===== src/rtl/core/stok_pkg.sv =====
package stok_pkg;

    // Result field widths (fixed by the record format)
    localparam int LINE_FW = 16;
    localparam int LEN_FW  = 12;
    localparam int MAX_RES = 4;
    localparam int CNT_W   = 3;
    localparam int KW_NUM  = 6;

    typedef logic [4:0] kind_t;
    typedef logic [1:0] rec_type_t;
    typedef logic [1:0] err_t;

    localparam rec_type_t REC_TEXT  = 2'd0;
    localparam rec_type_t REC_END   = 2'd1;
    localparam rec_type_t REC_ERROR = 2'd2;

    localparam err_t ERR_NONE   = 2'd0;
    localparam err_t ERR_SYMBOL = 2'd1;
    localparam err_t ERR_UNTERM = 2'd2;

    localparam kind_t K_IDENT   = 5'd0;
    localparam kind_t K_NUMBER  = 5'd1;
    localparam kind_t K_STRING  = 5'd2;
    localparam kind_t K_COMMENT = 5'd3;
    localparam kind_t K_KW0     = 5'd4;
    localparam kind_t K_PLUS    = 5'd10;
    localparam kind_t K_MINUS   = 5'd11;
    localparam kind_t K_DIV     = 5'd12;
    localparam kind_t K_MUL     = 5'd13;
    localparam kind_t K_ASSIGN  = 5'd14;
    localparam kind_t K_LPAREN  = 5'd15;
    localparam kind_t K_RPAREN  = 5'd16;
    localparam kind_t K_LBRACE  = 5'd17;
    localparam kind_t K_RBRACE  = 5'd18;
    localparam kind_t K_LBRACK  = 5'd19;
    localparam kind_t K_RBRACK  = 5'd20;
    localparam kind_t K_COLON   = 5'd21;
    localparam kind_t K_COMMA   = 5'd22;

    localparam logic [7:0] CH_SPACE  = 8'h20;
    localparam logic [7:0] CH_TAB    = 8'h09;
    localparam logic [7:0] CH_LF     = 8'h0A;
    localparam logic [7:0] CH_CR     = 8'd13;
    localparam logic [7:0] CH_SLASH  = "/";
    localparam logic [7:0] CH_QUOTE  = 8'h22;
    localparam logic [7:0] CH_BSLASH = 8'h5C;
    localparam logic [7:0] CH_N      = "n";

    // Keyword spelling, zero padded to eight positions
    localparam logic [7:0] KW_CHARS [KW_NUM][8] = '{
        '{"f", "u", "n", "c", 8'd0, 8'd0, 8'd0, 8'd0},
        '{"i", "f", 8'd0, 8'd0, 8'd0, 8'd0, 8'd0, 8'd0},
        '{"e", "l", "s", "e", 8'd0, 8'd0, 8'd0, 8'd0},
        '{"e", "l", "s", "e", "i", "f", 8'd0, 8'd0},
        '{"e", "x", "t", "e", "r", "n", 8'd0, 8'd0},
        '{"r", "e", "t", "u", "r", "n", 8'd0, 8'd0}
    };
    localparam logic [2:0] KW_LEN [KW_NUM] = '{3'd4, 3'd2, 3'd4, 3'd6, 3'd6, 3'd6};
    localparam logic [2:0] KW_MAXLEN = 3'd6;

    typedef enum logic [7:0] {
        MODE_IDLE    = 8'b0000_0001,
        MODE_IDENT   = 8'b0000_0010,
        MODE_NUMBER  = 8'b0000_0100,
        MODE_STRING  = 8'b0000_1000,
        MODE_ESCAPE  = 8'b0001_0000,
        MODE_SLASH   = 8'b0010_0000,
        MODE_COMMENT = 8'b0100_0000,
        MODE_HALT    = 8'b1000_0000
    } mode_t;

    typedef struct packed {
        logic [7:0] in_byte;
        logic       end_of_input;
    } in_t;

    typedef struct packed {
        rec_type_t             rec_type;
        kind_t                 token_kind;
        logic [7:0]            text_byte;
        logic [LINE_FW-1:0]    line_number;
        logic [LEN_FW-1:0]     token_length;
        err_t                  error_code;
        logic                  last_of_run;
    } res_t;

    typedef struct packed {
        logic [CNT_W-1:0]        count;
        res_t [MAX_RES-1:0]      slot;
    } bundle_t;

    typedef struct packed {
        logic free;
    } obuf_stat_t;

    function automatic logic is_digit(logic [7:0] c);
        return (c >= "0") && (c <= "9");
    endfunction

    function automatic logic is_alpha(logic [7:0] c);
        return ((c >= "a") && (c <= "z")) || ((c >= "A") && (c <= "Z")) || (c == "_");
    endfunction

    function automatic kind_t op_kind(logic [7:0] c);
        kind_t k;
        unique case (c)
            "+":     k = K_PLUS;
            "-":     k = K_MINUS;
            "/":     k = K_DIV;
            "*":     k = K_MUL;
            "=":     k = K_ASSIGN;
            "(":     k = K_LPAREN;
            ")":     k = K_RPAREN;
            "{":     k = K_LBRACE;
            "}":     k = K_RBRACE;
            "[":     k = K_LBRACK;
            "]":     k = K_RBRACK;
            ":":     k = K_COLON;
            ",":     k = K_COMMA;
            default: k = K_IDENT;
        endcase
        return k;
    endfunction

endpackage


===== src/rtl/core/stok_chan_if.sv =====
interface stok_chan_if #(
    parameter type payload_t = logic
) ();
    logic     valid;
    logic     ready;
    payload_t payload;

    modport source (output valid, output payload, input ready);
    modport sink   (input valid, input payload, output ready);
endinterface


===== src/rtl/core/stok_scan.sv =====
module stok_scan
    import stok_pkg::*;
#(
    parameter int LINE_BITS   = 16,
    parameter int LENGTH_BITS = 12
) (
    input  logic    clk,
    input  logic    rst_n,
    input  logic    step,
    input  in_t     in_data,
    output bundle_t bundle
);

    mode_t                  mode_reg,  mode_next;
    logic [KW_NUM-1:0]      kw_reg,    kw_next;
    logic [LINE_BITS-1:0]   line_reg,  line_next;
    logic [LINE_BITS-1:0]   sline_reg, sline_next;
    logic [LENGTH_BITS-1:0] bcnt_reg,  bcnt_next;

    res_t [MAX_RES-1:0]     recs;
    logic [CNT_W-1:0]       n_v;
    logic                   do_idle;
    logic [7:0]             c;
    kind_t                  op;

    // drop candidates that do not have byte ch at position pos
    function automatic logic [KW_NUM-1:0] kw_filter(logic [KW_NUM-1:0] kw,
                                                    logic [LENGTH_BITS-1:0] pos,
                                                    logic [7:0] ch);
        logic [KW_NUM-1:0] r;
        logic              in_range;
        r        = kw;
        in_range = pos < LENGTH_BITS'(KW_MAXLEN);
        for (int k = 0; k < KW_NUM; k++) begin
            if (!in_range || (pos[2:0] >= KW_LEN[k]) || (KW_CHARS[k][pos[2:0]] != ch))
            begin
                r[k] = 1'b0;
            end
        end
        return r;
    endfunction

    function automatic kind_t kw_kind(logic [KW_NUM-1:0] kw, logic [LENGTH_BITS-1:0] len);
        kind_t kind;
        kind = K_IDENT;
        for (int k = 0; k < KW_NUM; k++) begin
            if (kw[k] && (len == LENGTH_BITS'(KW_LEN[k])))
            begin
                kind = K_KW0 + kind_t'(k);
            end
        end
        return kind;
    endfunction

    function automatic res_t mk_rec(rec_type_t t, kind_t kind, logic [7:0] ch,
                                    logic [LINE_BITS-1:0] line,
                                    logic [LENGTH_BITS-1:0] len, err_t err);
        res_t r;
        r.rec_type     = t;
        r.token_kind   = kind;
        r.text_byte    = ch;
        r.line_number  = LINE_FW'(line);
        r.token_length = LEN_FW'(len);
        r.error_code   = err;
        r.last_of_run  = 1'b0;
        return r;
    endfunction

    always_comb
    begin
        mode_next  = mode_reg;
        kw_next    = kw_reg;
        line_next  = line_reg;
        sline_next = sline_reg;
        bcnt_next  = bcnt_reg;
        recs       = '0;
        n_v        = '0;
        do_idle    = 1'b0;
        c          = in_data.in_byte;
        op         = op_kind(c);

        if (in_data.end_of_input)
        begin
            unique case (mode_reg) inside
                MODE_IDENT:
                begin
                    recs[n_v[1:0]] = mk_rec(REC_END, kw_kind(kw_next, bcnt_next), 8'd0,
                                            sline_next, bcnt_next, ERR_NONE);
                    n_v = n_v + 1'b1;
                end
                MODE_NUMBER:
                begin
                    recs[n_v[1:0]] = mk_rec(REC_END, K_NUMBER, 8'd0, sline_next,
                                            bcnt_next, ERR_NONE);
                    n_v = n_v + 1'b1;
                end
                MODE_SLASH:
                begin
                    recs[n_v[1:0]] = mk_rec(REC_TEXT, K_DIV, CH_SLASH, sline_next,
                                            '0, ERR_NONE);
                    n_v = n_v + 1'b1;
                    recs[n_v[1:0]] = mk_rec(REC_END, K_DIV, 8'd0, sline_next,
                                            bcnt_next, ERR_NONE);
                    n_v = n_v + 1'b1;
                end
                MODE_COMMENT:
                begin
                    recs[n_v[1:0]] = mk_rec(REC_END, K_COMMENT, 8'd0, sline_next,
                                            bcnt_next, ERR_NONE);
                    n_v = n_v + 1'b1;
                end
                MODE_STRING, MODE_ESCAPE:
                begin
                    recs[n_v[1:0]] = mk_rec(REC_ERROR, K_IDENT, 8'd0, sline_next,
                                            '0, ERR_UNTERM);
                    n_v = n_v + 1'b1;
                    mode_next = MODE_HALT;
                end
                default:
                begin
                end
            endcase
            if (mode_next != MODE_HALT)
            begin
                mode_next = MODE_IDLE;
            end
        end
        else
        begin
            unique case (mode_reg)
                MODE_IDENT:
                begin
                    if (is_alpha(c) || is_digit(c))
                    begin
                        kw_next = kw_filter(kw_next, bcnt_next, c);
                        if (bcnt_next != '1)
                            bcnt_next = bcnt_next + 1'b1;
                        recs[n_v[1:0]] = mk_rec(REC_TEXT, K_IDENT, c, sline_next,
                                                '0, ERR_NONE);
                        n_v = n_v + 1'b1;
                    end
                    else
                    begin
                        recs[n_v[1:0]] = mk_rec(REC_END, kw_kind(kw_next, bcnt_next),
                                                8'd0, sline_next, bcnt_next, ERR_NONE);
                        n_v     = n_v + 1'b1;
                        do_idle = 1'b1;
                    end
                end
                MODE_NUMBER:
                begin
                    if (is_digit(c))
                    begin
                        if (bcnt_next != '1)
                            bcnt_next = bcnt_next + 1'b1;
                        recs[n_v[1:0]] = mk_rec(REC_TEXT, K_NUMBER, c, sline_next,
                                                '0, ERR_NONE);
                        n_v = n_v + 1'b1;
                    end
                    else
                    begin
                        recs[n_v[1:0]] = mk_rec(REC_END, K_NUMBER, 8'd0, sline_next,
                                                bcnt_next, ERR_NONE);
                        n_v     = n_v + 1'b1;
                        do_idle = 1'b1;
                    end
                end
                MODE_STRING:
                begin
                    if (bcnt_next != '1)
                        bcnt_next = bcnt_next + 1'b1;
                    if (c == CH_QUOTE)
                    begin
                        recs[n_v[1:0]] = mk_rec(REC_END, K_STRING, 8'd0, sline_next,
                                                bcnt_next, ERR_NONE);
                        n_v       = n_v + 1'b1;
                        mode_next = MODE_IDLE;
                    end
                    else if (c == CH_BSLASH)
                    begin
                        mode_next = MODE_ESCAPE;
                    end
                    else
                    begin
                        recs[n_v[1:0]] = mk_rec(REC_TEXT, K_STRING, c, sline_next,
                                                '0, ERR_NONE);
                        n_v = n_v + 1'b1;
                    end
                end
                MODE_ESCAPE:
                begin
                    if (bcnt_next != '1)
                        bcnt_next = bcnt_next + 1'b1;
                    if (c == CH_N)
                    begin
                        recs[n_v[1:0]] = mk_rec(REC_TEXT, K_STRING, CH_CR, sline_next,
                                                '0, ERR_NONE);
                        n_v = n_v + 1'b1;
                    end
                    else
                    begin
                        recs[n_v[1:0]] = mk_rec(REC_TEXT, K_STRING, CH_BSLASH, sline_next,
                                                '0, ERR_NONE);
                        n_v = n_v + 1'b1;
                        recs[n_v[1:0]] = mk_rec(REC_TEXT, K_STRING, c, sline_next,
                                                '0, ERR_NONE);
                        n_v = n_v + 1'b1;
                    end
                    mode_next = MODE_STRING;
                end
                MODE_SLASH:
                begin
                    if (c == CH_SLASH)
                    begin
                        if (bcnt_next != '1)
                            bcnt_next = bcnt_next + 1'b1;
                        mode_next = MODE_COMMENT;
                    end
                    else
                    begin
                        recs[n_v[1:0]] = mk_rec(REC_TEXT, K_DIV, CH_SLASH, sline_next,
                                                '0, ERR_NONE);
                        n_v = n_v + 1'b1;
                        recs[n_v[1:0]] = mk_rec(REC_END, K_DIV, 8'd0, sline_next,
                                                bcnt_next, ERR_NONE);
                        n_v     = n_v + 1'b1;
                        do_idle = 1'b1;
                    end
                end
                MODE_COMMENT:
                begin
                    if (c == CH_LF)
                    begin
                        recs[n_v[1:0]] = mk_rec(REC_END, K_COMMENT, 8'd0, sline_next,
                                                bcnt_next, ERR_NONE);
                        n_v     = n_v + 1'b1;
                        do_idle = 1'b1;
                    end
                    else if (bcnt_next != '1)
                    begin
                        bcnt_next = bcnt_next + 1'b1;
                    end
                end
                MODE_IDLE:
                begin
                    do_idle = 1'b1;
                end
                default:
                begin
                end
            endcase

            // byte seen outside any token
            if (do_idle)
            begin
                mode_next = MODE_IDLE;
                if ((c == CH_SPACE) || (c == CH_TAB))
                begin
                end
                else if (c == CH_LF)
                begin
                    if (line_next != '1)
                        line_next = line_next + 1'b1;
                end
                else if ((c == CH_SLASH) || (c == CH_QUOTE))
                begin
                    mode_next  = (c == CH_SLASH) ? MODE_SLASH : MODE_STRING;
                    sline_next = line_next;
                    bcnt_next  = LENGTH_BITS'(1);
                end
                else if (is_digit(c))
                begin
                    mode_next  = MODE_NUMBER;
                    sline_next = line_next;
                    bcnt_next  = LENGTH_BITS'(1);
                    recs[n_v[1:0]] = mk_rec(REC_TEXT, K_NUMBER, c, sline_next, '0, ERR_NONE);
                    n_v = n_v + 1'b1;
                end
                else if (is_alpha(c))
                begin
                    mode_next  = MODE_IDENT;
                    sline_next = line_next;
                    kw_next    = kw_filter('1, '0, c);
                    bcnt_next  = LENGTH_BITS'(1);
                    recs[n_v[1:0]] = mk_rec(REC_TEXT, K_IDENT, c, sline_next, '0, ERR_NONE);
                    n_v = n_v + 1'b1;
                end
                else if (op != K_IDENT)
                begin
                    sline_next = line_next;
                    bcnt_next  = LENGTH_BITS'(1);
                    recs[n_v[1:0]] = mk_rec(REC_TEXT, op, c, sline_next, '0, ERR_NONE);
                    n_v = n_v + 1'b1;
                    recs[n_v[1:0]] = mk_rec(REC_END, op, 8'd0, sline_next, bcnt_next,
                                            ERR_NONE);
                    n_v = n_v + 1'b1;
                end
                else
                begin
                    recs[n_v[1:0]] = mk_rec(REC_ERROR, K_IDENT, 8'd0, line_next, '0,
                                            ERR_SYMBOL);
                    n_v       = n_v + 1'b1;
                    mode_next = MODE_HALT;
                end
            end
        end

        if (n_v != '0)
        begin
            recs[2'(n_v - 1'b1)].last_of_run = 1'b1;
        end

        // a halted scanner says nothing and keeps its state
        if (mode_reg == MODE_HALT)
        begin
            mode_next  = mode_reg;
            kw_next    = kw_reg;
            line_next  = line_reg;
            sline_next = sline_reg;
            bcnt_next  = bcnt_reg;
            recs       = '0;
            n_v        = '0;
        end

        bundle.count = n_v;
        bundle.slot  = recs;
    end

    always_ff @(posedge clk or negedge rst_n)
    begin
        if (!rst_n)
        begin
            mode_reg  <= MODE_IDLE;
            kw_reg    <= '1;
            line_reg  <= LINE_BITS'(1);
            sline_reg <= LINE_BITS'(1);
            bcnt_reg  <= '0;
        end
        else if (step)
        begin
            mode_reg  <= mode_next;
            kw_reg    <= kw_next;
            line_reg  <= line_next;
            sline_reg <= sline_next;
            bcnt_reg  <= bcnt_next;
        end
    end

    a_halt_sticks: assert property (@(posedge clk) disable iff (!rst_n)
        mode_reg == MODE_HALT |=> mode_reg == MODE_HALT)
        else $error("scanner left halt without reset");

    a_halt_silent: assert property (@(posedge clk) disable iff (!rst_n)
        mode_reg == MODE_HALT |-> bundle.count == '0)
        else $error("halted scanner produced records");

    a_line_monotonic: assert property (@(posedge clk) disable iff (!rst_n)
        step |=> line_reg >= $past(line_reg))
        else $error("line counter went backward");

endmodule


===== src/rtl/core/stok_outbuf.sv =====
module stok_outbuf
    import stok_pkg::*;
(
    input  logic       clk,
    input  logic       rst_n,
    input  logic       load,
    input  bundle_t    bundle,
    output obuf_stat_t stat,
    stok_chan_if.source out_ch
);

    res_t [MAX_RES-1:0] slot_reg;
    logic [1:0]         ptr_reg, ptr_next;
    logic               valid_reg, valid_next;
    logic               take;
    logic               last;

    assign last      = slot_reg[ptr_reg].last_of_run;
    assign take      = valid_reg && out_ch.ready;
    assign stat.free = !valid_reg || (out_ch.ready && last);

    assign out_ch.valid   = valid_reg;
    assign out_ch.payload = slot_reg[ptr_reg];

    always_comb
    begin
        valid_next = valid_reg;
        ptr_next   = ptr_reg;
        if (take)
        begin
            if (last)
                valid_next = 1'b0;
            else
                ptr_next = ptr_reg + 1'b1;
        end
        if (load)
        begin
            valid_next = 1'b1;
            ptr_next   = '0;
        end
    end

    always_ff @(posedge clk or negedge rst_n)
    begin
        if (!rst_n)
        begin
            valid_reg <= 1'b0;
            ptr_reg   <= '0;
        end
        else
        begin
            valid_reg <= valid_next;
            ptr_reg   <= ptr_next;
        end
    end

    always_ff @(posedge clk)
    begin
        if (load)
            slot_reg <= bundle.slot;
    end

    a_load_when_free: assert property (@(posedge clk) disable iff (!rst_n)
        load |-> stat.free)
        else $error("bundle loaded over undelivered records");

    a_load_starts: assert property (@(posedge clk) disable iff (!rst_n)
        load |=> valid_reg && ptr_reg == '0)
        else $error("new bundle not presented from first slot");

    a_run_continues: assert property (@(posedge clk) disable iff (!rst_n)
        take && !last |=> valid_reg && ptr_reg == $past(ptr_reg) + 2'd1)
        else $error("records of one run dropped");

endmodule


===== src/rtl/core/source_tokenizer_core.sv =====
// Channel | Dir | Payload                                        | Handshake
// in_ch   | in  | in_byte, end_of_input                          | valid/ready
// out_ch  | out | rec_type, token_kind, text_byte, line_number,  | valid/ready
//         |     | token_length, error_code, last_of_run          |
//
// One request per clock is taken while its records have room; each is scanned from its input
// register by combinational logic and yields zero to four records, delivered one per clock
// from the output bundle register while out_ch is ready, so one request per cycle is sustained
// while each makes at most one record; one making more holds the next until its last is taken.
// rst_n (async, active low) returns the scanner to idle on line 1.
// Backpressure on out_ch holds the bundle and then the input register.
module source_tokenizer_core
    import stok_pkg::*;
#(
    parameter int LINE_BITS   = 16,
    parameter int LENGTH_BITS = 12
) (
    input  logic         clk,
    input  logic         rst_n,
    stok_chan_if.sink    in_ch,
    stok_chan_if.source  out_ch
);

    // input register stage
    logic       in_valid_reg;
    in_t        in_data_reg;
    logic       adv;
    bundle_t    bundle;
    obuf_stat_t ob_stat;

    // a request leaves the input register once its records have room
    assign adv         = in_valid_reg && ((bundle.count == '0) || ob_stat.free);
    assign in_ch.ready = !in_valid_reg || adv;

    always_ff @(posedge clk or negedge rst_n)
    begin
        if (!rst_n)
        begin
            in_valid_reg <= 1'b0;
        end
        else if (in_ch.ready)
        begin
            in_valid_reg <= in_ch.valid;
        end
    end

    always_ff @(posedge clk)
    begin
        if (in_ch.ready && in_ch.valid)
            in_data_reg <= in_ch.payload;
    end

    // scanner state and record generation
    stok_scan #(
        .LINE_BITS   (LINE_BITS),
        .LENGTH_BITS (LENGTH_BITS)
    ) u_scan (
        .clk     (clk),
        .rst_n   (rst_n),
        .step    (adv),
        .in_data (in_data_reg),
        .bundle  (bundle)
    );

    // record bundle register, drained one record per cycle while out_ch is ready
    stok_outbuf u_outbuf (
        .clk    (clk),
        .rst_n  (rst_n),
        .load   (adv && (bundle.count != '0)),
        .bundle (bundle),
        .stat   (ob_stat),
        .out_ch (out_ch)
    );

endmodule


===== src/flat_wrapper.sv =====
// flat-port wrapper written by rule: the top's interface ports become plain ports
module source_tokenizer_core_flat import stok_pkg::*;
#(
    parameter int LINE_BITS   = 16,
    parameter int LENGTH_BITS = 12
)
  (clk, rst_n, in_ch_valid, in_ch_payload, in_ch_ready, out_ch_valid, out_ch_payload, out_ch_ready);
  stok_chan_if #(.payload_t(in_t)) in_ch_i ();
  stok_chan_if #(.payload_t(res_t)) out_ch_i ();
  input  logic clk;
  input  logic rst_n;
  input wire logic [$bits(in_ch_i.valid)-1:0] in_ch_valid;
  input wire logic [$bits(in_ch_i.payload)-1:0] in_ch_payload;
  output wire logic [$bits(in_ch_i.ready)-1:0] in_ch_ready;
  output wire logic [$bits(out_ch_i.valid)-1:0] out_ch_valid;
  output wire logic [$bits(out_ch_i.payload)-1:0] out_ch_payload;
  input wire logic [$bits(out_ch_i.ready)-1:0] out_ch_ready;
  assign in_ch_i.valid = in_ch_valid;
  assign in_ch_i.payload = in_ch_payload;
  assign in_ch_ready = in_ch_i.ready;
  assign out_ch_valid = out_ch_i.valid;
  assign out_ch_payload = out_ch_i.payload;
  assign out_ch_i.ready = out_ch_ready;
  source_tokenizer_core #(.LINE_BITS(LINE_BITS), .LENGTH_BITS(LENGTH_BITS)) u_core (.clk(clk), .rst_n(rst_n), .in_ch(in_ch_i), .out_ch(out_ch_i));
endmodule

===== config.mk =====
export PLATFORM = sky130hd
export DESIGN_NAME = source_tokenizer_core_flat
export DESIGN_NICKNAME = d
export VERILOG_FILES = /design/src/rtl/core/stok_pkg.sv /design/src/rtl/core/stok_chan_if.sv /design/src/rtl/core/stok_scan.sv /design/src/rtl/core/stok_outbuf.sv /design/src/rtl/core/source_tokenizer_core.sv /design/src/flat_wrapper.sv
export SDC_FILE = /design/constraint.sdc
export NUM_CORES = 1
export LEC_CHECK = 0
export ABC_AREA = 1
export CORE_MARGIN = 2
export CORE_UTILIZATION = 25
export CTS_BUF_LIST = sky130_fd_sc_hd__clkbuf_2
export CTS_CLUSTER_DIAMETER = 200
export CTS_CLUSTER_SIZE = 30
export DETAILED_ROUTE_END_ITERATION = 10
export DONT_BUFFER_PORTS = 1
export PLACE_DENSITY = 0.35
export RECOVER_POWER = 25
export SLEW_MARGIN = 10
export SYNTH_ARGS = -nofsm -noshare
export SYNTH_HDL_FRONTEND = slang
export SYNTH_SLANG_ARGS = --single-unit

===== constraint.sdc =====
create_clock -name clk -period 11.92 [get_ports clk]
set_input_delay 0 -clock clk [delete_from_list [all_inputs] [get_ports clk]]
set_output_delay 0 -clock clk [all_outputs]
set_load 0.02 [all_outputs]

Word level (Yosys, flattened, before mapping)

Memories as Yosys holds them, arrays and structs flattened.
Cells that the tools add are included.

Bits in read-only memories: 384
Memories: 6
Bits of input ports: 13
Output and inout port bits: 48
Register bits after elaboration: 255

Equality and inequality tests: 47
Mux-type cells: 137
Reduce and logical (&&, ||, !) cells: 54
Bitwise operators: 5
Add/sub/neg operators: 6
$lt $le $gt $ge: 18

Memories:

| memory          | depth | width | read ports | clocked after Yosys merged registers in | write ports | RTL line        | RTL |
|---|---|---|---|---|---|---|---|
| (no name shown) | 8     | 8     | 1          | 0                                       | 0           | stok_scan.sv:35 | `if (!in_range \|\| (pos[2:0] >= KW_LEN[k]) \|\| (KW_CHARS[k][pos[2:0]] != ch))` |
| (no name shown) | 8     | 8     | 1          | 0                                       | 0           | stok_scan.sv:35 |  |
| (no name shown) | 8     | 8     | 1          | 0                                       | 0           | stok_scan.sv:35 |  |
| (no name shown) | 8     | 8     | 1          | 0                                       | 0           | stok_scan.sv:35 |  |
| (no name shown) | 8     | 8     | 1          | 0                                       | 0           | stok_scan.sv:35 |  |
| (no name shown) | 8     | 8     | 1          | 0                                       | 0           | stok_scan.sv:35 |  |

Operators with widths:

| operator                                              | number |
|---|---|
| two-way mux 184 bit                                   | 8 |
| bitwise mux 184 bit                                   | 6 |
| demux 46 bit (select 2 bit)                           | 3 |
| one-hot mux 46 bit (6 select lines)                   | 1 |
| two-way mux 46 bit                                    | 5 |
| one-hot mux 46 bit (5 select lines)                   | 1 |
| two-way mux 45 bit                                    | 5 |
| two-way mux 8 bit                                     | 26 |
| two-way mux 92 bit                                    | 2 |
| two-way mux 12 bit                                    | 12 |
| == test 8 x 6 -> 1 bit (second input constant)        | 12 |
| binary-select mux 46 bit (select 2 bit)               | 1 |
| one-hot mux 46 bit (2 select lines)                   | 1 |
| two-way mux 91 bit                                    | 1 |
| two-way mux 41 bit                                    | 2 |
| one-hot mux 5 bit (13 select lines)                   | 1 |
| == test 8 x 7 -> 1 bit (second input constant)        | 8 |
| two-way mux 16 bit                                    | 4 |
| one-hot mux 12 bit (5 select lines)                   | 1 |
| two-way mux 6 bit                                     | 9 |
| inequality test 8 bit                                 | 6 |
| two-way mux 38 bit                                    | 1 |
| two-way mux 3 bit                                     | 11 |
| inequality test 7 x 8 -> 1 bit (first input constant) | 4 |
| 52 further kinds                                      | 136 |

Depth between registers and ports, before layout

Gate-level depths: netlist of the first run.

Word-level depth: 23
Gate-level depth with buffers: 23

By module

A second synthesis of the first run with hierarchy kept.

Cells, all modules: 1880
Area total of the unflattened synthesis: 15421.0 sq um

Modules (own cells, without submodules):

| module                | instances | area an instance (sq um) | cells each |
|---|---|---|---|
| stok_scan             | 1         | 8057.7                   | 1390 |
| stok_outbuf           | 1         | 6996.7                   | 468 |
| source_tokenizer_core | 1         | 366.6                    | 22 |

Worst setup path before layout of the first run

OpenSTA, ideal clock, no wires.

Kind: reg-to-reg
Start: register u_core.u_scan.mode_reg[2]
End: register u_core.u_outbuf.slot_reg[0] (netlist name), enable pin
Library setup time: 0.506 ns
Data arrival time: 5.572 ns
Path buffers: 0
Slack: 5.842 ns
Data required time: 11.414 ns
Stages on the path, launching flop included: 18
Path through: dfrtp_1 > nor2_2 > nand2_1 > nor2_2 > nand2_1 > nand4_1 > inv_1 > ha_1 > inv_1 > nor2_1 > nand2_1 > a21oi_1 > nor2_1 > nor2_4 > nand3_2 > a21oi_2 > nand2_1 > inv_1

Word-level cells in the longest chain between the ends: 19

RTL lines:

| item                                                             | RTL line                    | RTL |
|---|---|---|
| start: declaration                                               | stok_scan.sv:14             | `mode_t mode_reg, mode_next;` |
| start signal: assignment                                         | stok_scan.sv:341            | `mode_reg <= mode_next;` |
| == test 8 x 2 -> 1 bit or == test 8 x 3 -> 1 bit (tied branches) | stok_scan.sv:130            | `unique case (mode_reg)` |
| OR reduction 2 bit (no line)                                     | n/a                         |  |
| one-hot mux 2 bit (5 select lines)                               | stok_scan.sv:130            |  |
| two-way mux 3 bit                                                | stok_scan.sv:82             | `if (in_data.end_of_input)` |
| adder 3 x 1 -> 3 bit                                             | n/a                         |  |
| adder 3 x 1 -> 3 bit                                             | stok_scan.sv:296            | `n_v = n_v + 1'b1;` |
| two-way mux 3 bit                                                | stok_scan.sv:288            | `else if (op != K_IDENT)` |
| two-way mux 3 bit                                                | stok_scan.sv:279            | `else if (is_alpha(c))` |
| (+4 left out)                                                    | n/a                         |  |
| two-way mux 3 bit                                                | stok_scan.sv:254            | `if (do_idle)` |
| two-way mux 3 bit                                                | stok_scan.sv:82             |  |
| two-way mux 3 bit *                                              | stok_scan.sv:314            | `if (mode_reg == MODE_HALT)` |
| logical NOT 3 bit                                                | source_tokenizer_core.sv:32 | `assign adv = in_valid_reg && ((bundle.count == '0) \|\| ob_stat.free);` |
| logical OR 1 bit                                                 | source_tokenizer_core.sv:32 |  |
| logical AND 1 bit                                                | source_tokenizer_core.sv:32 |  |
| logical AND 1 bit *                                              | source_tokenizer_core.sv:69 | `.load (adv && (bundle.count != '0)),` |
| named net u_core.u_outbuf.load                                   | stok_outbuf.sv:6            | `input logic load,` |
| end signal: assignment                                           | stok_outbuf.sv:60           | `slot_reg <= bundle.slot;` |
| end: declaration                                                 | stok_outbuf.sv:12           | `res_t [MAX_RES-1:0] slot_reg;` |

Mark *: on every way through the listed nets, which the timed path passes. The rest lies on a longest branch. The select of a mux whose other input is x is not followed.
A chain may end at the register's enable or synchronous reset.

Worst setup path in the final report of the first run

Start: register u_core.u_outbuf.ptr_reg[1]
End: register u_core.u_outbuf.slot_reg[72] (netlist name), enable pin

Word-level cells in the longest chain between the ends: 7

RTL lines:

| item                                    | RTL line                    | RTL |
|---|---|---|
| start: declaration                      | stok_outbuf.sv:13           | `logic [1:0] ptr_reg, ptr_next;` |
| start signal: assignment                | stok_outbuf.sv:53           | `ptr_reg <= ptr_next;` |
| binary-select mux 46 bit (select 2 bit) | n/a                         |  |
| two-way mux 46 bit                      | n/a                         |  |
| named net out_ch_payload[0]             | flat_wrapper.sv:16          | `output wire logic [$bits(out_ch_i.payload)-1:0] out_ch_payload;` |
| logical AND 1 bit                       | stok_outbuf.sv:20           | `assign stat.free = !valid_reg \|\| (out_ch.ready && last);` |
| logical OR 1 bit                        | stok_outbuf.sv:20           |  |
| logical OR 1 bit                        | source_tokenizer_core.sv:32 |  |
| logical AND 1 bit                       | source_tokenizer_core.sv:32 |  |
| logical AND 1 bit                       | source_tokenizer_core.sv:69 |  |
| named net u_core.u_outbuf.load          | stok_outbuf.sv:6            |  |

The timed path passes the listed nets, and every way through them passes these cells. The select of a mux whose other input is x is not followed.

==> results of run 1 <==
-- Yosys cell counts (3+ instances only) --
library cell | number | area, um2
nand2_1 | 296 | 1110
nor2_1 | 177 | 664
edfxtp_1 | 163 | 4890
inv_1 | 143 | 537
o21ai_0 | 141 | 706
nor3_1 | 61 | 305
nand3_1 | 58 | 290
dfrtp_1 | 53 | 1330
nand4_1 | 50 | 313
clkbuf_1 | 48 | 180
a21oi_1 | 43 | 215
xor2_1 | 40 | 350
a22oi_1 | 38 | 285
o22ai_1 | 28 | 175
o21ai_1 | 22 | 110
ha_1 | 17 | 213
nand2_2 | 17 | 106
o32ai_1 | 15 | 131
nor2_2 | 14 | 87.6
nor4_1 | 13 | 81.3
buf_2 | 12 | 60.1
o211ai_1 | 12 | 90.1
a22o_1 | 11 | 96.3
nor2_4 | 10 | 113
buf_4 | 9 | 67.6
dfstp_2 | 9 | 236
inv_2 | 8 | 30.0
o31ai_1 | 8 | 60.1
buf_6 | 7 | 78.8
clkinv_1 | 6 | 22.5
nand2_4 | 5 | 56.3
o221ai_1 | 5 | 43.8
a211oi_1 | 4 | 30.0
mux2_2 | 4 | 45.0
nand3_2 | 4 | 40.0
a2111oi_0 | 3 | 26.3
inv_4 | 3 | 18.8
or2_2 | 3 | 18.8
-- layout by cell type, fill, tap and decap left out, types with 5 or more instances in the layout --
cell and count:
a21oi_1 42, a22o_1 11, a22oi_1 38, buf_4 9
clkbuf_1 5, clkbuf_2 15, clkinv_1 6, dfrtp_1 53
dfstp_2 9, dlygate4sd3_1 31, edfxtp_1 163, ha_1 17
inv_1 143, inv_2 7, nand2_1 297, nand2_2 16
nand2_4 5, nand3_1 58, nand4_1 50, nor2_1 176
nor2_2 13, nor2_4 12, nor3_1 61, nor4_1 13
o211ai_1 12, o21ai_0 140, o21ai_1 23, o221ai_1 5
o22ai_1 28, o31ai_1 8, o32ai_1 15, xor2_1 40
-- worst max-delay path by stage --
stage	slack [ns]	startpoint	cells past startpoint	endpoint
global route	3.24	u_core.u_outbuf.ptr_reg[1]	10	u_core.u_outbuf.slot_reg[166]
CTS	5.28	u_core.in_data_reg[5]	15	u_core.u_outbuf.slot_reg[114]
floorplan	5.84	u_core.u_scan.mode_reg[2]	17	u_core.u_outbuf.slot_reg[0]
finish	3.87	u_core.u_outbuf.ptr_reg[1]	10	u_core.u_outbuf.slot_reg[72]
global placement	5.52	u_core.in_data_reg[5]	15	u_core.u_outbuf.slot_reg[68]
detailed placement	5.36	u_core.in_data_reg[5]	15	u_core.u_outbuf.slot_reg[68]
-- stage by stage --
stage                     utilization (%)  hold WS, ns  total power [uW]
after floorplan                         -       -0.296              2470
after detailed placement             26.5       -0.290              2990
after CTS                            27.4      0.00246              3330
final                                27.3       0.0740              3280
after global routing                 27.3       0.0356              3520
after global placement               26.5       -0.289              3000
-- per-layer routing --
metal	up-vias	GRT usage [%]	share of wire, %	wire length (um)
li1	5456	-	-	-
met1	5515	26.4	50	24700
met2	250	26.7	44	21600
met3	42	2.26	4.8	2390
met4	0	3.63	1.7	837
met5	-	0	0	0
-- worst max-delay path: stages (launching register included) --
cell      delay, ns
dfrtp_1        0.68
clkbuf_1       0.59
nor2_4         0.23
clkbuf_1       2.10
a22oi_1        0.29
o21ai_0        0.57
a21oi_1        0.44
a21oi_4        0.89
nand2_1        0.36
inv_6          0.75
buf_4          0.75
-- power by group through the flow --
stage	Clock, uW	Combinational [uW]	Sequential (uW)
final	314	1660	1310
after global routing	357	1820	1340
after CTS	336	1680	1310
after detailed placement	0	1650	1330
after global placement	0	1670	1330
after floorplan	0	1170	1310
-- final cells by class --
| type | instances | area, um2 |
|---|---|---|
| fill | 5733 | 38400 |
| sequential | 225 | 6460 |
| multi-input combinational | 1120 | 5990 |
| tap | 688 | 861 |
| inverter | 160 | 613 |
| timing repair buffer | 46 | 407 |
| clock buffer | 15 | 75.1 |
| clock inverter | 2 | 41.3 |
| antenna | 2 | 5.00 |
-- cell families (layout without fill, tap and decap cells) --
family | count (synthesis) | after routing
AO/OA/AOI/OAI | 341 | 341
adder cells (fa/ha/maj) | 17 | 17
multiplexers | 4 | 4
XOR/XNOR | 42 | 42
flip-flops | 225 | 225
buffers and inverters | 237 | 223
AND/OR/NAND/NOR | 714 | 714
other | 1 | 4
==> reports/metrics.yaml, run 1 <==
p_leak_uw: 0.00542
dp_slack_ns: 5.36
required_ns: 12.61
worstRegToRegCells: 10
syn-instance-count: 1581
p_comb_share_pct: 50.5
fin_nets: 1594
tightest_slew_ns: 3.92
synth_top_family_by_area: "simple AND/OR/NAND/NOR gates"
slew_viol_final: 169
grtUsageTotal_pct: 17.5
setup_viol: 0
drt_iter0_markers: 924
placedInstanceArea_um2: 14000
post_cts_buffers: 0
initial_core_util_pct: 25.4
vias: 11300
yosys.area_share.simple_pct: 24.3
dieArea_um2: 55600
r2r_end: "u_core.u_outbuf.slot_reg[72]"
path_class: "reg -> reg"
p_clk_share_pct: 9.6
hold_path_startpoint: "in_ch_valid"
first_pass_iters: 7
internal_power_uw: 1590
avgSynthCellArea_um2: 8.49
antenna_found_initial: 1
synthToLayoutAreaGrowth_pct: 7.66
synth_xor_area_share_pct: 2.74
grt_pass1_vias: 11000
clock_sinks: 225
grt_overflow_total: 0
switchingPower_uw: 1690
port_buffers: 0
postCtsResizedCells: 0
holdPathStages: 3
synthAdderAreaFrac_pct: 1.58
yosys_warnings: 0
synth-edff-count: 163
grt_max_degree: 94
start_kind: "register"
row_count: 84
synth_compound_area_share_pct: 15.4
clock_path_buffers: 3
fp.dieW_um: 236
fin_cells: 2258
fin_setup_tns_ns: 0
ys_ff_latch: 225
clock-root-buffer: "clkbuf_2"
core-area_um2: 52900
wl_per_cell_um: 21.9
layout_setup_ws_ns: 3.87
ir_worst_vdd_mv: 0.168
drc: 0
largest_register_ffs: 154
max_cap_viol_count: 4
hp-class: "in -> reg"
viasPerCell: 4.99
endpoint_kind: "register"
clkTransAtPathRegs_ns: 0.57
ys_types: 54
dp_hpwl_um: 35900
power_frac_seq_pct: 40.0
finalHoldViolations: 0
htreeDepth: 1
worst_ep_arrival_time_ns: 8.74
stdcell_area_um2: 14500
ant_nets: 0
async_flop_share_pct: 27.6
dp.cells: 2206
powerDensity_nw_per_um2: 227
postCtsHoldBufs: 32
maxSlewHeadroom_pct: -161
cp_max_fo: 93
finClkSkew_ns: 0.0833
cts_tree: "yes"
insertion_delay_ns: 1.02
numCtsBuffers: 11
min_period_ns: 8.05
switching_share_pct: 51.5
drive_gt1_share_pct: 7.21
seq_area_frac_synth_pct: 48.1
status: "finished with violations"
fmax_mhz: 124
die_y_um: 236
synth_top_flop_cell: "edfxtp_1"
synthMuxAreaShare_pct: 0.336
regToRegSetupSlack_ns: 3.87
grt_setup_unrepaired: "no"
grt_pass1_wl_um: 74400
fin_crit_sh_pct: 67.5
syn-cell-area_um2: 13400
min_to: "u_core.in_data_reg[2]"
violations: "max-capacitance violations, max-slew violations"
io_pins: 61
globalplace.congestion: 0.878
wl_um: 49500
crit-reg2reg-launch: "u_core.u_outbuf.ptr_reg[1]"
(Power assumes the default switching activity.)
==> run 2, diff against run 1 <==
ABC_AREA = 0   (was 1)
clock period = 7.8 ns   (was 11.92 ns; I/O delays follow)
==> run 2 against run 1 <==
The flow still finishes with violations (max-capacitance violations, max-slew violations). Global-route usage fell by 2.3 points. Combinational power fell by 93%. Register-to-register slack got worse by 1.5 ns. Worst setup slack got worse by 1.7 ns. Area after synthesis fell by 4.9%. Clock skew rose by 0.082 ns. Worst hold slack improved by 0.036 ns.
==> reports/metrics.yaml, run 2 <==
slew_viol_final: 97
initial_core_util_pct: 25.4
switching_share_pct: 25.5
fin_nets: 1161
powerDensity_nw_per_um2: 134
crit_start: "u_core.in_data_reg[6]"
syn-instance-count: 1146
fp.dieW_um: 230
maxSlewHeadroom_pct: -145
ant_nets: 0
row_count: 82
port_buffers: 0
setup_viol: 0
switchingPower_uw: 473
dieArea_um2: 52900
hp-class: "in -> reg"
globalplace.congestion: 0.836
ir_worst_vdd_mv: 0.0898
numCtsBuffers: 11
grt_overflow_total: 0
insertion_delay_ns: 1.00
antenna_found_initial: 2
endpoint_kind: "output pin"
stdcell_area_um2: 13900
start_kind: "register"
clock-root-buffer: "clkbuf_2"
synth_top_area_share_pct: 38.3
required_ns: 7.80
seq_area_frac_synth_pct: 50.6
worst_ep_arrival_time_ns: 5.60
dp_hpwl_um: 28000
cts_tree: "yes"
synth_top_flop_cell: "edfxtp_1"
finClkSkew_ns: 0.166
largest_register_ffs: 154
yosys_warnings: 0
layout_common_cells: "edfxtp_1 (163), nor2_1 (85), nand2_1 (70), and2_1 (69), o21ai_0 (66)"
grt_max_degree: 127
clock_sinks: 225
p_clk_share_pct: 23.9
wl_um: 40400
worst_hold_slack_ns: 0.110
ys_types: 88
drc: 0
fin_crit_sh_pct: 71.8
status: "finished with violations"
syn-cell-area_um2: 12800
core-area_um2: 50300
crit-reg2reg-launch: "u_core.in_data_reg[6]"
grt_pass1_vias: 9468
clkTransAtPathRegs_ns: 0.64
placedInstanceArea_um2: 13500
first_pass_iters: 7
grtUsageTotal_pct: 15.2
synth.most_common_cell: "edfxtp_1"
cp_max_fo: 20
drive_gt1_share_pct: 12.2
grt_pass1_wl_um: 61900
fmax_mhz: 179
viasPerCell: 5.04
p_comb_share_pct: 6.6
hold_path_startpoint: "in_ch_payload[2]"
power_frac_seq_pct: 69.5
async_flop_share_pct: 27.6
final_common_cell: "edfxtp_1"
violations: "max-capacitance violations, max-slew violations"
fin_setup_tns_ns: 0
max_cap_viol_count: 2
avgSynthCellArea_um2: 11.1
p_leak_uw: 0.00445
path_class: "reg -> out"
drt_iter0_markers: 733
yosysTopAreaCell: "edfxtp_1"
min_period_ns: 5.60
tightest_slew_ns: 3.67
synth_common_cells: "edfxtp_1 (163), nor2_1 (86), nand2_1 (70)"
synth-edff-count: 163
vias: 9107
clock_path_buffers: 3
finalHoldViolations: 0
htreeDepth: 1
internal_power_uw: 1390
synthToLayoutAreaGrowth_pct: 8.74
grt_setup_unrepaired: "no"
yosys-top-cells-area: "edfxtp_1 (38%), dfrtp_1 (10%), mux4_2 (6.0%)"
post_cts_buffers: 0
io_pins: 61
wl_per_cell_um: 22.3
die_y_um: 230
ys_ff_latch: 225
## run 2: cell families (layout without fill, tap and decap cells)
family,count (synthesis),after routing,share of synthesized area (%)
AND/OR/NAND/NOR,433,433,18.5
AO/OA/AOI/OAI,261,261,14.0
flip-flops,225,225,50.6
buffers and inverters,104,92,3.39
multiplexers,73,73,9.58
XOR/XNOR,32,32,2.20
adder cells (fa/ha/maj),17,17,1.67
other,1,3,0.0294
## run 2: routing by layer
layer | track usage [%] | part of all wire (%) | wire, um | up-vias
li1 | - | - | - | 4292
met2 | 25.9 | 49 | 19800 | 146
met3 | 1.61 | 2.9 | 1150 | 29
met1 | 20.9 | 46 | 18700 | 4638
met5 | 0 | 0.030 | 12 | -
met4 | 3.06 | 1.8 | 719 | 2
## run 2: layout make-up
| type | instances | area (um2) |
|---|---|---|
| Timing Repair Buffer | 54 | 482 |
| Tap cell | 672 | 841 |
| Clock buffer | 16 | 80.1 |
| Fill cell | 5327 | 36400 |
| Inverter | 21 | 78.8 |
| Antenna cell | 1 | 2.50 |
| Clock inverter | 1 | 16.3 |
| Multi-Input combinational cell | 818 | 5930 |
| Sequential cell | 225 | 6460 |
## run 2: critical path, cell delays in order, from the launching register on
cell and delay (ns):
edfxtp_1 0.80, nor4b_1 0.26, o311ai_0 1.17, o31a_1 0.28, a41o_1 0.33, nand3_1 0.53
nor2_1 0.23, buf_4 0.31, o31ai_1 0.27, nor2_1 0.23, inv_1 0.17
## run 2: path summary, 6_finish.rpt
kind / end / slack (ns) / cells after the start
hold reg to reg: u_core.u_scan.kw_reg[4] / 0.53 / 2
hold / removal: u_core.in_data_reg[2] / 0.11 / 2
min in group asynchronous: u_core.u_scan.mode_reg[1] / 1.55 / 4
setup / recovery: in_ch_ready / 2.20 / 10
setup reg to reg: u_core.u_scan.mode_reg[6] / 2.37 / 10
max in group asynchronous: u_core.u_outbuf.ptr_reg[1] / 4.03 / 4
## run 2: through the flow
stage	total power, uW	utilization, %	setup slack, ns	std cells
3_3_place_gp	1420	26.9	3.13	1759
3_5_place_dp	1420	26.9	3.08	1759
5_1_grt	1940	27.6	1.86	1808
4_1_cts	1900	27.8	2.40	1807
6_report	1860	27.6	2.20	1808
2_1_floorplan	1390	-	0.300	1147
## run 2: timing repair
item | CTS | global route
hold buffers | 31 | 0
hold endpoints to repair | 269 | 0
gates resized for setup | 0 | 0
## run 2: power groups by stage
stage	logic (uW)	clock network (uW)	registers [uW]
after floorplan	83.0	0	1300
after global placement	104	0	1310
after detailed placement	103	0	1310
after CTS	127	481	1290
after global routing	136	509	1300
final	122	444	1290
==> run 3, diff against run 2 <==
PLACE_DENSITY = 0.37   (was 0.35)
clock period = 4.6 ns   (was 7.8 ns; I/O delays follow)
==> run 3 against run 2 <==
The run now ends clean. First-iteration DRC count down 24%. Global-route usage up 0.19 points. Combinational power up 91%. Via count up 2.4%. Non-clock buffer count up 55. Critical path type unchanged. Largest power group unchanged.
==> reports/metrics.yaml, run 3 (synthesis results as in run 2) <==
status: "complete, no violations"
required_ns: 4.60
grt_setup_unrepaired: "no"
cp_max_fo: 7
crit-reg2reg-launch: "u_core.in_data_reg[5]"
r2r_end: "u_core.u_scan.bcnt_reg[1]"
die_y_um: 230
vias: 9329
p_leak_uw: 0.00473
htreeDepth: 1
p_comb_share_pct: 7.4
io_pins: 61
worstRegToRegCells: 12
drive_gt1_share_pct: 16.9
grt_pass1_wl_um: 62500
grtUsageTotal_pct: 15.4
clock-root-buffer: "clkbuf_2"
power_frac_seq_pct: 69.2
n_fill_cell: 5328
report.power.total_uw: 3170
numCtsBuffers: 11
hp-class: "in -> reg"
largest_register_ffs: 154
p_clk_share_pct: 23.5
viasPerCell: 5.01
clock_sinks: 225
grt_pass1_vias: 9612
wl_um: 40900
internal_power_uw: 2370
row_count: 82
maxSlewHeadroom_pct: 1.56
insertion_delay_ns: 0.98
drt_iter0_markers: 554
fin_crit_sh_pct: 94.1
holdPathStages: 2
port_buffers: 0
tightest_slew_ns: 1.48
grt_overflow_total: 0
min_to: "u_core.in_data_reg[8]"
ant_nets: 0
multi_input_area_um2: 5990
fmax_mhz: 231
antenna_found_initial: 1
max_cap_viol_count: 0
synthToLayoutAreaGrowth_pct: 12.9
globalplace.congestion: 0.846
core-area_um2: 50300
initial_core_util_pct: 25.4
drc: 0
fp.dieW_um: 230
dieArea_um2: 52900
finalHoldViolations: 0
start_kind: "register"
wl_per_cell_um: 22.0
setup_viol: 0
switchingPower_uw: 800
layout_common_cells: "edfxtp_1 (163), nor2_1 (86), buf_4 (71), nand2_1 (69), o21ai_0 (66)"
cts_tree: "yes"
first_pass_iters: 5
dp_hpwl_um: 29300
clkTransAtPathRegs_ns: 0.59
final_common_cell: "edfxtp_1"
fin_setup_tns_ns: 0
finClkSkew_ns: 0.146
ir_worst_vdd_mv: 0.135
slew_viol_final: 0
clock_path_buffers: 3
fin_nets: 1216
layout.area.seq_um2: 6460
powerDensity_nw_per_um2: 220
path_class: "reg -> out"
min_period_ns: 4.33
regToRegSetupSlack_ns: 0.44
hold_path_startpoint: "in_ch_payload[8]"
endpoint_kind: "output pin"
grt_max_degree: 63
worst_ep_arrival_time_ns: 4.33
stdcell_area_um2: 14400
placedInstanceArea_um2: 13900
switching_share_pct: 25.2
run 3: cell count changes in the layout (fill, tap and decap cells not counted), moves of 2 or more:
| cell | change |
|---|---|
| buf_4 | +51 |
| and2_1 | -4 |
| and2_0 | +4 |
| buf_12 | +3 |
| dlygate4sd3_1 | -2 |
| nor3_2 | +2 |
run 3: how the worst max path moves through the flow:
stage / start / end / slack (ns) / cells past startpoint
after floorplan: u_core.in_data_reg[8] / u_core.u_outbuf.slot_reg[0] / -0.97 / 12
after global placement: u_core.in_data_reg[5] / u_core.u_outbuf.slot_reg[125] / 0.54 / 12
after detailed placement: u_core.in_data_reg[5] / u_core.u_outbuf.slot_reg[125] / 0.50 / 12
after CTS: u_core.in_data_reg[2] / in_ch_ready / 0.008 / 11
after global routing: u_core.in_data_reg[6] / in_ch_ready / 0.02 / 12
final: u_core.in_data_reg[5] / in_ch_ready / 0.27 / 11
run 3: stage by stage:
step                      utilization [%]  worst slack (ns)  hold slack (ns)  instances
after floorplan                         -            -0.972           -0.296       1147
after global placement               27.7             0.544           -0.291       1801
after detailed placement             27.7             0.495           -0.291       1801
after CTS                            28.7           0.00809           0.0168       1857
after global routing                 28.7            0.0242           0.0312       1863
final                                28.7             0.272            0.114       1863
run 3: metal layers:
metal  up-vias  global-route usage, %  wire, um
met3        42                   1.20      1020
met4         0                   4.03       989
met5         -                      0         0
li1       4400                      -         -
met2       157                   25.8     19600
met1      4730                   21.4     19300
run 3: final cells by class:
cell class              count  area share, %
flip-flops and latches    225           44.8
multi-input cells         818           41.6
repair buffers            109           6.55
well taps                 672           5.83
clock buffers              16          0.556
inverters                  21          0.547
clock inverters             1          0.113
diodes                      1         0.0174
run 3: critical path, stage by stage, from the launching register on:
cell and delay, ns:
edfxtp_1 0.67, nand2b_1 0.28, or4_4 0.58, nand2_2 0.15
nand2_4 0.12, ha_4 0.25, and3_1 0.14, o211a_1 0.24
o311ai_4 0.40, o31ai_4 0.16, nor2_1 0.18, inv_1 0.17
run 3: power by group through the flow:
stage          logic [uW]  registers, uW  clock network, uW
2_1_floorplan         143           2210                  0
3_5_place_dp          177           2240                  0
6_report              233           2190                744
4_1_cts               232           2200                802
3_3_place_gp          178           2240                  0
5_1_grt               255           2200                852
run 3: what timing repair did:
| item | in CTS | in global routing |
|---|---|---|
| hold buffers | 29 | 0 |
| buffers inserted | 10 | 5 |
| setup endpoints to repair | 1 | 1 |
| pin swaps | 0 | 2 |
| gates resized for setup | 1 | 0 |
| hold endpoints to repair | 274 | 0 |
